$ cat config.mk
export PLATFORM = sky130hd
export DESIGN_NAME = bounded_list_deque
export DESIGN_NICKNAME = d
export VERILOG_FILES = /design/src/rtl/core/bld_pkg.sv /design/src/rtl/core/bounded_list_deque.sv /design/src/rtl/core/bld_ram.sv /design/src/rtl/core/bld_seq.sv
export SDC_FILE = /design/constraint.sdc
export NUM_CORES = 2
export LEC_CHECK = 0
export BUFFER_PORTS_ARGS = -buffer_cell sky130_fd_sc_hd__buf_2
export CORE_MARGIN = 4
export CORE_UTILIZATION = 45
export CTS_CLUSTER_SIZE = 25
export DETAILED_ROUTE_END_ITERATION = 10
export PLACE_DENSITY = 0.64
export SKIP_LAST_GASP = 1
export SLEW_MARGIN = 20
export SYNTH_ARGS = -nofsm -noshare
export SYNTH_HDL_FRONTEND = slang
export SYNTH_SLANG_ARGS = --single-unit
$ cat constraint.sdc
create_clock -name clk_i -period 9.87 [get_ports clk_i]
set_input_delay 0.987 -clock clk_i [delete_from_list [all_inputs] [get_ports clk_i]]
set_output_delay 0.987 -clock clk_i [all_outputs]
set_load 0.03 [all_outputs]
$ cat src/rtl/core/bld_pkg.sv
// Shared constants, codes and types for the bounded list deque.
`timescale 1ns / 1ps

package bld_pkg;

  localparam int DEPTH  = 64;
  localparam int ADDR_W = $clog2(DEPTH);
  localparam int CNT_W  = ADDR_W + 1;
  localparam int DATA_W = 32;
  localparam int OP_W   = 3;
  localparam int IDX_W  = 6;
  localparam int ST_W   = 2;
  localparam int IN_W   = 48;
  localparam int RES_W  = DATA_W + ST_W + CNT_W;
  localparam int OUT_W  = 48;

  typedef enum logic [OP_W-1:0] {
    OP_PUSH_BACK  = 3'd0,
    OP_PUSH_FRONT = 3'd1,
    OP_POP_FRONT  = 3'd2,
    OP_POP_BACK   = 3'd3,
    OP_READ_AT    = 3'd4,
    OP_REMOVE_AT  = 3'd5
  } op_e;

  typedef enum logic [ST_W-1:0] {
    ST_OK    = 2'd0,
    ST_EMPTY = 2'd1,
    ST_RANGE = 2'd2,
    ST_FULL  = 2'd3
  } status_e;

  typedef enum logic [2:0] {
    S_IDLE,
    S_EXEC,
    S_RD_WAIT,
    S_SHIFT,
    S_DONE
  } state_e;

  // data sits in the low bits, count in the high bits
  typedef struct packed {
    logic [CNT_W-1:0]  count;
    status_e           status;
    logic [DATA_W-1:0] data;
  } result_t;

  typedef struct packed {
    logic              we;
    logic [ADDR_W-1:0] waddr;
    logic [DATA_W-1:0] wdata;
    logic [ADDR_W-1:0] raddr;
  } mem_req_t;

endpackage

$ cat src/rtl/core/bounded_list_deque.sv
// Top level of the bounded list deque: stream ports, output register, store and sequencer.
`timescale 1ns / 1ps

// Ordered list of up to 64 32-bit words kept in a circular buffer.
// Slave stream carries one request word: push back, push front, pop front,
// pop back, read at index, remove at index. Master stream returns exactly
// one result word per request: data, status (ok, empty, out of range, full)
// and the count held after the request.
// Requests run one at a time; s_axis_tready is high only while the
// sequencer is idle. A push or a failed request is done in S_EXEC, a pop
// or read waits in S_RD_WAIT for the registered read data, and remove at
// index then moves each entry after the index one slot toward the front,
// one entry moved per cycle through the single store write port.
// The result sits in an output register, so the next request is taken
// while it waits; a stalled receiver only holds a finished request in the
// sequencer. Reset empties the list (front and count cleared); the store
// itself is not cleared, as only written entries are ever read.

module bounded_list_deque (
  input  logic                        clk_i,
  input  logic                        rst_ni,
  input  logic                        s_axis_tvalid,
  output logic                        s_axis_tready,
  // [2:0] operation, [34:3] value, [40:35] index, [47:41] zero
  input  logic [bld_pkg::IN_W-1:0]    s_axis_tdata,
  output logic                        m_axis_tvalid,
  input  logic                        m_axis_tready,
  // [31:0] data, [33:32] status, [40:34] count, [47:41] zero
  output logic [bld_pkg::OUT_W-1:0]   m_axis_tdata
);

  bld_pkg::mem_req_t              mem_req;
  logic [bld_pkg::DATA_W-1:0]     mem_rdata;
  bld_pkg::result_t               res;
  logic                           res_valid;
  logic                           res_ready;

  logic                           out_valid_q, out_valid_d;
  bld_pkg::result_t               out_res_q;

  bld_ram u_ram (
    .clk_i   (clk_i),
    .req_i   (mem_req),
    .rdata_o (mem_rdata)
  );

  bld_seq u_seq (
    .clk_i       (clk_i),
    .rst_ni      (rst_ni),
    .in_valid_i  (s_axis_tvalid),
    .in_ready_o  (s_axis_tready),
    .in_op_i     (s_axis_tdata[bld_pkg::OP_W-1:0]),
    .in_value_i  (s_axis_tdata[bld_pkg::OP_W +: bld_pkg::DATA_W]),
    .in_index_i  (s_axis_tdata[bld_pkg::OP_W + bld_pkg::DATA_W +: bld_pkg::IDX_W]),
    .res_valid_o (res_valid),
    .res_ready_i (res_ready),
    .res_o       (res),
    .mem_req_o   (mem_req),
    .mem_rdata_i (mem_rdata)
  );

  assign res_ready = !out_valid_q || m_axis_tready;

  always_comb begin
    out_valid_d = out_valid_q;
    if (res_valid && res_ready) begin
      out_valid_d = 1'b1;
    end else if (m_axis_tready) begin
      out_valid_d = 1'b0;
    end
  end

  always_ff @(posedge clk_i or negedge rst_ni) begin
    if (!rst_ni) begin
      out_valid_q <= 1'b0;
    end else begin
      out_valid_q <= out_valid_d;
    end
  end

  always_ff @(posedge clk_i) begin
    if (res_valid && res_ready) begin
      out_res_q <= res;
    end
  end

  assign m_axis_tvalid = out_valid_q;
  assign m_axis_tdata  = {{(bld_pkg::OUT_W - bld_pkg::RES_W){1'b0}}, out_res_q};

`ifndef SYNTHESIS
  a_count_bound: assert property (@(posedge clk_i) disable iff (!rst_ni)
    m_axis_tvalid |-> (out_res_q.count <= bld_pkg::CNT_W'(bld_pkg::DEPTH)))
    else $error("result count above depth");

  a_full_count: assert property (@(posedge clk_i) disable iff (!rst_ni)
    (m_axis_tvalid && out_res_q.status == bld_pkg::ST_FULL)
      |-> (out_res_q.count == bld_pkg::CNT_W'(bld_pkg::DEPTH)))
    else $error("full status with list not full");

  a_empty_count: assert property (@(posedge clk_i) disable iff (!rst_ni)
    (m_axis_tvalid && out_res_q.status == bld_pkg::ST_EMPTY)
      |-> (out_res_q.count == '0 && out_res_q.data == '0))
    else $error("empty status with entries held or nonzero data");

  a_busy_no_accept: assert property (@(posedge clk_i) disable iff (!rst_ni)
    (s_axis_tvalid && s_axis_tready) |=> !s_axis_tready)
    else $error("request taken while sequencer busy");
`endif

endmodule

$ cat src/rtl/core/bld_ram.sv
// Entry store: one write port, one read port with registered read data.
`timescale 1ns / 1ps

module bld_ram (
  input  logic                         clk_i,
  input  bld_pkg::mem_req_t            req_i,
  output logic [bld_pkg::DATA_W-1:0]   rdata_o
);

  logic [bld_pkg::DATA_W-1:0] mem_q [bld_pkg::DEPTH];

  always_ff @(posedge clk_i) begin
    if (req_i.we) begin
      mem_q[req_i.waddr] <= req_i.wdata;
    end
  end

  always_ff @(posedge clk_i) begin
    rdata_o <= mem_q[req_i.raddr];
  end

endmodule

$ cat src/rtl/core/bld_seq.sv
// Request sequencer: runs each operation over the entry store through one slot adder.
`timescale 1ns / 1ps

module bld_seq (
  input  logic                         clk_i,
  input  logic                         rst_ni,
  input  logic                         in_valid_i,
  output logic                         in_ready_o,
  input  logic [bld_pkg::OP_W-1:0]     in_op_i,
  input  logic [bld_pkg::DATA_W-1:0]   in_value_i,
  input  logic [bld_pkg::IDX_W-1:0]    in_index_i,
  output logic                         res_valid_o,
  input  logic                         res_ready_i,
  output bld_pkg::result_t             res_o,
  output bld_pkg::mem_req_t            mem_req_o,
  input  logic [bld_pkg::DATA_W-1:0]   mem_rdata_i
);

  bld_pkg::state_e                state_q, state_d;
  logic [bld_pkg::ADDR_W-1:0]     front_q, front_d;
  logic [bld_pkg::CNT_W-1:0]      held_q, held_d;

  logic [bld_pkg::OP_W-1:0]       op_q, op_d;
  logic [bld_pkg::DATA_W-1:0]     val_q, val_d;
  logic [bld_pkg::IDX_W-1:0]      idx_q, idx_d;
  logic [bld_pkg::CNT_W-1:0]      j_q, j_d;
  logic [bld_pkg::ADDR_W-1:0]     rd_slot_q, rd_slot_d;
  logic [bld_pkg::ADDR_W-1:0]     wr_slot_q, wr_slot_d;
  logic [bld_pkg::DATA_W-1:0]     data_q, data_d;
  bld_pkg::status_e               status_q, status_d;

  // shared slot adder: slot = front + position, wraps at DEPTH
  logic [bld_pkg::ADDR_W-1:0]     pos;
  logic [bld_pkg::ADDR_W-1:0]     slot;
  logic                           is_full;
  logic                           is_empty;

  assign slot     = front_q + pos;
  assign is_full  = (held_q == bld_pkg::CNT_W'(bld_pkg::DEPTH));
  assign is_empty = (held_q == '0);

  always_ff @(posedge clk_i or negedge rst_ni) begin
    if (!rst_ni) begin
      state_q <= bld_pkg::S_IDLE;
      front_q <= '0;
      held_q  <= '0;
    end else begin
      state_q <= state_d;
      front_q <= front_d;
      held_q  <= held_d;
    end
  end

  always_ff @(posedge clk_i) begin
    op_q      <= op_d;
    val_q     <= val_d;
    idx_q     <= idx_d;
    j_q       <= j_d;
    rd_slot_q <= rd_slot_d;
    wr_slot_q <= wr_slot_d;
    data_q    <= data_d;
    status_q  <= status_d;
  end

  always_comb begin
    state_d   = state_q;
    front_d   = front_q;
    held_d    = held_q;
    op_d      = op_q;
    val_d     = val_q;
    idx_d     = idx_q;
    j_d       = j_q;
    rd_slot_d = rd_slot_q;
    wr_slot_d = wr_slot_q;
    data_d    = data_q;
    status_d  = status_q;
    pos       = '0;
    mem_req_o = '0;

    case (state_q)
      bld_pkg::S_IDLE: begin
        if (in_valid_i) begin
          op_d    = in_op_i;
          val_d   = in_value_i;
          idx_d   = in_index_i;
          state_d = bld_pkg::S_EXEC;
        end
      end

      bld_pkg::S_EXEC: begin
        data_d   = '0;
        status_d = bld_pkg::ST_OK;
        state_d  = bld_pkg::S_DONE;
        case (op_q)
          bld_pkg::OP_PUSH_BACK: begin
            if (is_full) begin
              status_d = bld_pkg::ST_FULL;
            end else begin
              pos             = held_q[bld_pkg::ADDR_W-1:0];
              mem_req_o.we    = 1'b1;
              mem_req_o.waddr = slot;
              mem_req_o.wdata = val_q;
              held_d          = held_q + 1'b1;
            end
          end
          bld_pkg::OP_PUSH_FRONT: begin
            if (is_full) begin
              status_d = bld_pkg::ST_FULL;
            end else begin
              pos             = '1;  // front - 1 modulo DEPTH
              mem_req_o.we    = 1'b1;
              mem_req_o.waddr = slot;
              mem_req_o.wdata = val_q;
              front_d         = slot;
              held_d          = held_q + 1'b1;
            end
          end
          bld_pkg::OP_POP_FRONT: begin
            if (is_empty) begin
              status_d = bld_pkg::ST_EMPTY;
            end else begin
              pos             = '0;
              mem_req_o.raddr = slot;
              state_d         = bld_pkg::S_RD_WAIT;
            end
          end
          bld_pkg::OP_POP_BACK: begin
            if (is_empty) begin
              status_d = bld_pkg::ST_EMPTY;
            end else begin
              pos             = bld_pkg::ADDR_W'(held_q - 1'b1);
              mem_req_o.raddr = slot;
              state_d         = bld_pkg::S_RD_WAIT;
            end
          end
          bld_pkg::OP_READ_AT, bld_pkg::OP_REMOVE_AT: begin
            if (is_empty) begin
              status_d = bld_pkg::ST_EMPTY;
            end else if ({1'b0, idx_q} >= held_q) begin
              status_d = bld_pkg::ST_RANGE;
            end else begin
              pos             = idx_q;
              mem_req_o.raddr = slot;
              rd_slot_d       = slot;
              j_d             = {1'b0, idx_q} + 1'b1;
              state_d         = bld_pkg::S_RD_WAIT;
            end
          end
          default: ;  // unused codes: no change, ok status
        endcase
      end

      bld_pkg::S_RD_WAIT: begin
        data_d  = mem_rdata_i;
        state_d = bld_pkg::S_DONE;
        case (op_q)
          bld_pkg::OP_POP_FRONT: begin
            pos     = bld_pkg::ADDR_W'(1);
            front_d = slot;
            held_d  = held_q - 1'b1;
          end
          bld_pkg::OP_POP_BACK: begin
            held_d = held_q - 1'b1;
          end
          bld_pkg::OP_REMOVE_AT: begin
            if (j_q < held_q) begin
              pos             = j_q[bld_pkg::ADDR_W-1:0];
              mem_req_o.raddr = slot;
              wr_slot_d       = rd_slot_q;
              rd_slot_d       = slot;
              j_d             = j_q + 1'b1;
              state_d         = bld_pkg::S_SHIFT;
            end else begin
              held_d = held_q - 1'b1;
            end
          end
          default: ;
        endcase
      end

      // one entry per cycle: write the word read last cycle one slot toward the front
      bld_pkg::S_SHIFT: begin
        mem_req_o.we    = 1'b1;
        mem_req_o.waddr = wr_slot_q;
        mem_req_o.wdata = mem_rdata_i;
        if (j_q < held_q) begin
          pos             = j_q[bld_pkg::ADDR_W-1:0];
          mem_req_o.raddr = slot;
          wr_slot_d       = rd_slot_q;
          rd_slot_d       = slot;
          j_d             = j_q + 1'b1;
        end else begin
          held_d  = held_q - 1'b1;
          state_d = bld_pkg::S_DONE;
        end
      end

      bld_pkg::S_DONE: begin
        if (res_ready_i) begin
          state_d = bld_pkg::S_IDLE;
        end
      end

      default: state_d = bld_pkg::S_IDLE;
    endcase
  end

  assign in_ready_o   = (state_q == bld_pkg::S_IDLE);
  assign res_valid_o  = (state_q == bld_pkg::S_DONE);
  assign res_o.data   = data_q;
  assign res_o.status = status_q;
  assign res_o.count  = held_q;

endmodule
==> key figures <==
Run status
  – Outcome: finished, final reports clean

Logic synthesis
  – Cell Area, Synth: 89400 um2
  – Netlist cell types: 78
  – Most used DFF post-synth: edfxtp_1
  – Synth Area in Compound Gates: 9.47%
  – Mapped Cells: 6425
  – Seq/Total Area, Yosys: between 70 and 80%
  – Synth Register Bits: 2232
  – Async S/R FF share, synth: 0.762%
  – Mux contribution to synthesized area: 0.0826%
  – EDFF count, synth: ~2200
  – Post-Synth XOR/XNOR Area: 0.157%
  – Adder-cell area share of the yosys netlist: 0.316%
  – Syn. warnings: 0
  – Average size of a mapped cell: 13.9 um2
  – Synth Area in Simple Gates: a little over an eighth
  – Main combinational cell family by area after synthesis: simple AND/OR/NAND/NOR gates

Route
  – Pre-antenna DRT Iters: 8
  – Via count: 56900
  – DRT iter0 DRCs: 8146
  – Total routed wirelength: 258000 um
  – Vias per cell: ~6.1
  – DRC: 0
  – Final antenna-violating net count: 0
  – Routed WL per cell: around 28 um

GRT
  – Gr usage total: 24.5%
  – Vias in the first global route: roughly 53000
  – Final global-route overflow total: 0
  – First-pass GRT wire length: 371000 um
  – Largest net degree at the start of global routing: 167
  – Initial antenna violation count: 13

Pwr
  – Peak supply drop: 206 uV
  – Leak: around 34 nW
  – Power per cell area: 215 nW/um2

STA
  – Final Hold Slack: 106 ps
  – Clk_skew: around 45 ps
  – RSZ-0062 raised after global routing: no
  – # setup viols final: 0
  – Setup_tns: 0 ps
  – Worst slew pin tran: between 1000 and 1500 ps
  – Setup ws final: between 2000 and 2500 ps
  – Peak Freq: 136 MHz
  – Final Hold Vio Count: 0
  – Tmin final: ~7400 ps
  – Max-slew violations: 0
  – Fin crit share: between 70% and 80%
  – Worst rel slew slack: about a quarter

Setup path
  – Worst path required time: 10420 ps
  – Startpoint Class: register
  – Crit path kind: register to register
  – WP data arrival: between 7000 and 8000 ps
  – CP endpoint kind: register
  – Max FO, Critical Path: 45

Die
  – Die area: just over 200000 um2
  – DIE HEIGHT: 454 um
  – Initial Utilization: 45.3%
  – Die width: ~450 um
  – Total core area: 197000 um2
  – FP Rows: 163
  – Num ports: 102

Finish
  – Post-layout util: 50.8%
  – Fraction of layout instances using a drive strength above 1: 10.8%
  – Fill count: 16400
  – Fin nets: 6514
  – Syn-to-layout area delta: 12.3%

CTS
  – Worst-path clk slew: 60 ps
  – Clk root buf: clkbuf_16
  – Clock Sink Count: 2232
  – Worst-case clock buffer depth: 3
  – CTS buffer count: 218
  – Post-CTS sizing: 0
  – Clock Latency Late Sink: between 800 and 900 ps
  – Postcts setup bufs: 0
  – Htree depth: 4
  – Post-CTS Hold Buffers: 0
  – CTS tree: done

Hold path
  – Hold crit path type: input pin to async pin

Place
  – Pre-CTS WS: 2590 ps
  – Dpl hpwl: 137000 um
  – RePlAce Congestion: roughly 0.9
  – I/O Buffers: 87

Job
  – MaxCap Viol Count: 0
-- layout make-up --
cell class              instances  area (um2)  area share (%)
diodes                          5        12.5          0.0125
clock buffers                 290        5920            5.90
clock inverters               108         905           0.901
inverters                      22        82.6          0.0823
multi-input cells            3691       21400            21.3
flip-flops and latches       2232       66600            66.4
well taps                    2640        3300            3.29
repair buffers                275        2160            2.15
-- cells in the final DEF, fill, tap and decap left out, types with 32 or more instances in the layout --
cell type | netlist | layout
a21oi_1 | 35 | 34
and3_1 | 46 | 44
a31oi_1 | 243 | 243
clkinv_2 | 0 | 37
dfxtp_1 | 32 | 32
clkbuf_1 | 337 | 57
nand3_1 | 501 | 501
a32o_1 | 241 | 241
nor2_4 | 0 | 58
nand4_1 | 43 | 43
nor2_1 | 108 | 49
clkbuf_16 | 0 | 222
buf_4 | 10 | 163
clkinv_1 | 0 | 46
nand2_1 | 1586 | 1584
a22oi_1 | 122 | 122
a211o_1 | 242 | 242
edfxtp_1 | 2183 | 2183
nor3b_1 | 253 | 252
buf_2 | 117 | 87
-- flip-flops by register name (all words and copies together) (netlist names) --
name	cells
u_ram.mem_q	2048
u_seq.state_q	3
u_seq.op_q	3
u_seq.status_q	2
u_seq.data_q	32
u_ram.rdata_o	32
u_seq.j_q	7
u_seq.rd_slot_q	6
m_axis_tdata	41
m_axis_tvalid	1
u_seq.val_q	32
u_seq.front_q	6
u_seq.idx_q	6
u_seq.wr_slot_q	6
u_seq.held_q	7
-- final timing paths --
check,from,end,slack (ps),cells past startpoint
setup / recovery,u_seq.state_q[1]$_DFFE_PN0P_,u_ram.mem_q[14][2]$_DFFE_PP_,2500,19
min in group clk_i,s_axis_tdata[20],u_seq.val_q[17]$_DFFE_PP_,310,1
setup reg to reg,u_seq.state_q[1]$_DFFE_PN0P_,u_ram.mem_q[14][2]$_DFFE_PP_,2500,19
hold / removal,rst_ni,u_seq.held_q[2]$_DFFE_PN0P_,110,1
max in group asynchronous,rst_ni,u_seq.held_q[6]$_DFFE_PN0P_,9450,1
hold reg to reg,u_seq.data_q[11]$_SDFFCE_PN0P_,m_axis_tdata[11]$_DFFE_PP_,410,0
-- critical path, cell delays in order (launching register included) --
cell,delay [ps]
dfrtp_1,680
inv_1,330
nor2_2,170
buf_4,390
and3_1,290
nand2_2,200
inv_2,530
a22oi_1,240
inv_1,100
ha_1,230
a211oi_1,270
o21bai_1,110
a21oi_1,180
xnor2_1,120
or2_2,330
o21a_2,370
a22oi_2,360
nand3b_1,740
nor2_4,1040
buf_4,350
-- Yosys cell counts, drive strengths merged (4+ instances only) --
library cell / count / area share (%)
a2111oi: 5 / 0.049
a211o: 242 / 2.4
a211oi: 7 / 0.059
a21boi: 8 / 0.071
a21o: 5 / 0.042
a21oi: 37 / 0.22
a22o: 34 / 0.33
a22oi: 124 / 1.1
a31oi: 243 / 1.7
a32o: 241 / 2.7
and2: 4 / 0.028
and3: 46 / 0.32
buf: 149 / 0.84
clkbuf: 337 / 1.4
dfrtp: 17 / 0.48
dfxtp: 32 / 0.72
edfxtp: 2183 / 73
ha: 21 / 0.29
inv: 22 / 0.092
mux2i: 4 / 0.045
nand2: 1588 / 6.7
nand2b: 7 / 0.057
nand3: 504 / 2.8
nand4: 43 / 0.30
nor2: 110 / 0.47
nor2b: 9 / 0.063
nor3: 7 / 0.052
nor3b: 255 / 2.2
nor4: 5 / 0.052
o2111ai: 10 / 0.12
o211ai: 11 / 0.092
o21a: 12 / 0.10
o21ai: 40 / 0.23
o311ai: 12 / 0.13
xnor2: 12 / 0.12
xor2: 4 / 0.039
-- report_power, final --
part / internal, W / switching (W) / total, W
registers: 0.0109 / 0.000196 / 0.0111
clock network: 0.00451 / 0.00352 / 0.00803
logic: 0.000618 / 0.00187 / 0.00249
total: 0.0160 / 0.00559 / 0.0216
-- through the flow --
step                      std cells  total power, W  instance area, um2
after floorplan                6431          0.0127               89400
after global placement         8859          0.0137               93500
after detailed placement       8860          0.0137               93500
after CTS                      9258          0.0217              100000
after global routing           9259          0.0223              100000
final                          9263          0.0216              100000
-- kinds of logic after synthesis --
logic type	Yosys count
muxes	7
buffers and inverters	508
adders and majority gates	22
DFF	2232
other	1
and+or+nand+nor	2587
AOI/OAI and AO/OA	1052
xor gates and xnor gates	16
-- routing by layer --
layer / track usage, % / part of all wire [%] / vias up
met5: 0 / 0.016 / -
met4: 9.14 / 3.8 / 6
met3: 5.45 / 11 / 452
met2: 36.8 / 45 / 3215
met1: 35.1 / 41 / 28800
li1: - / - / 24500
Note: power is estimated with default switching activity, not from simulation.
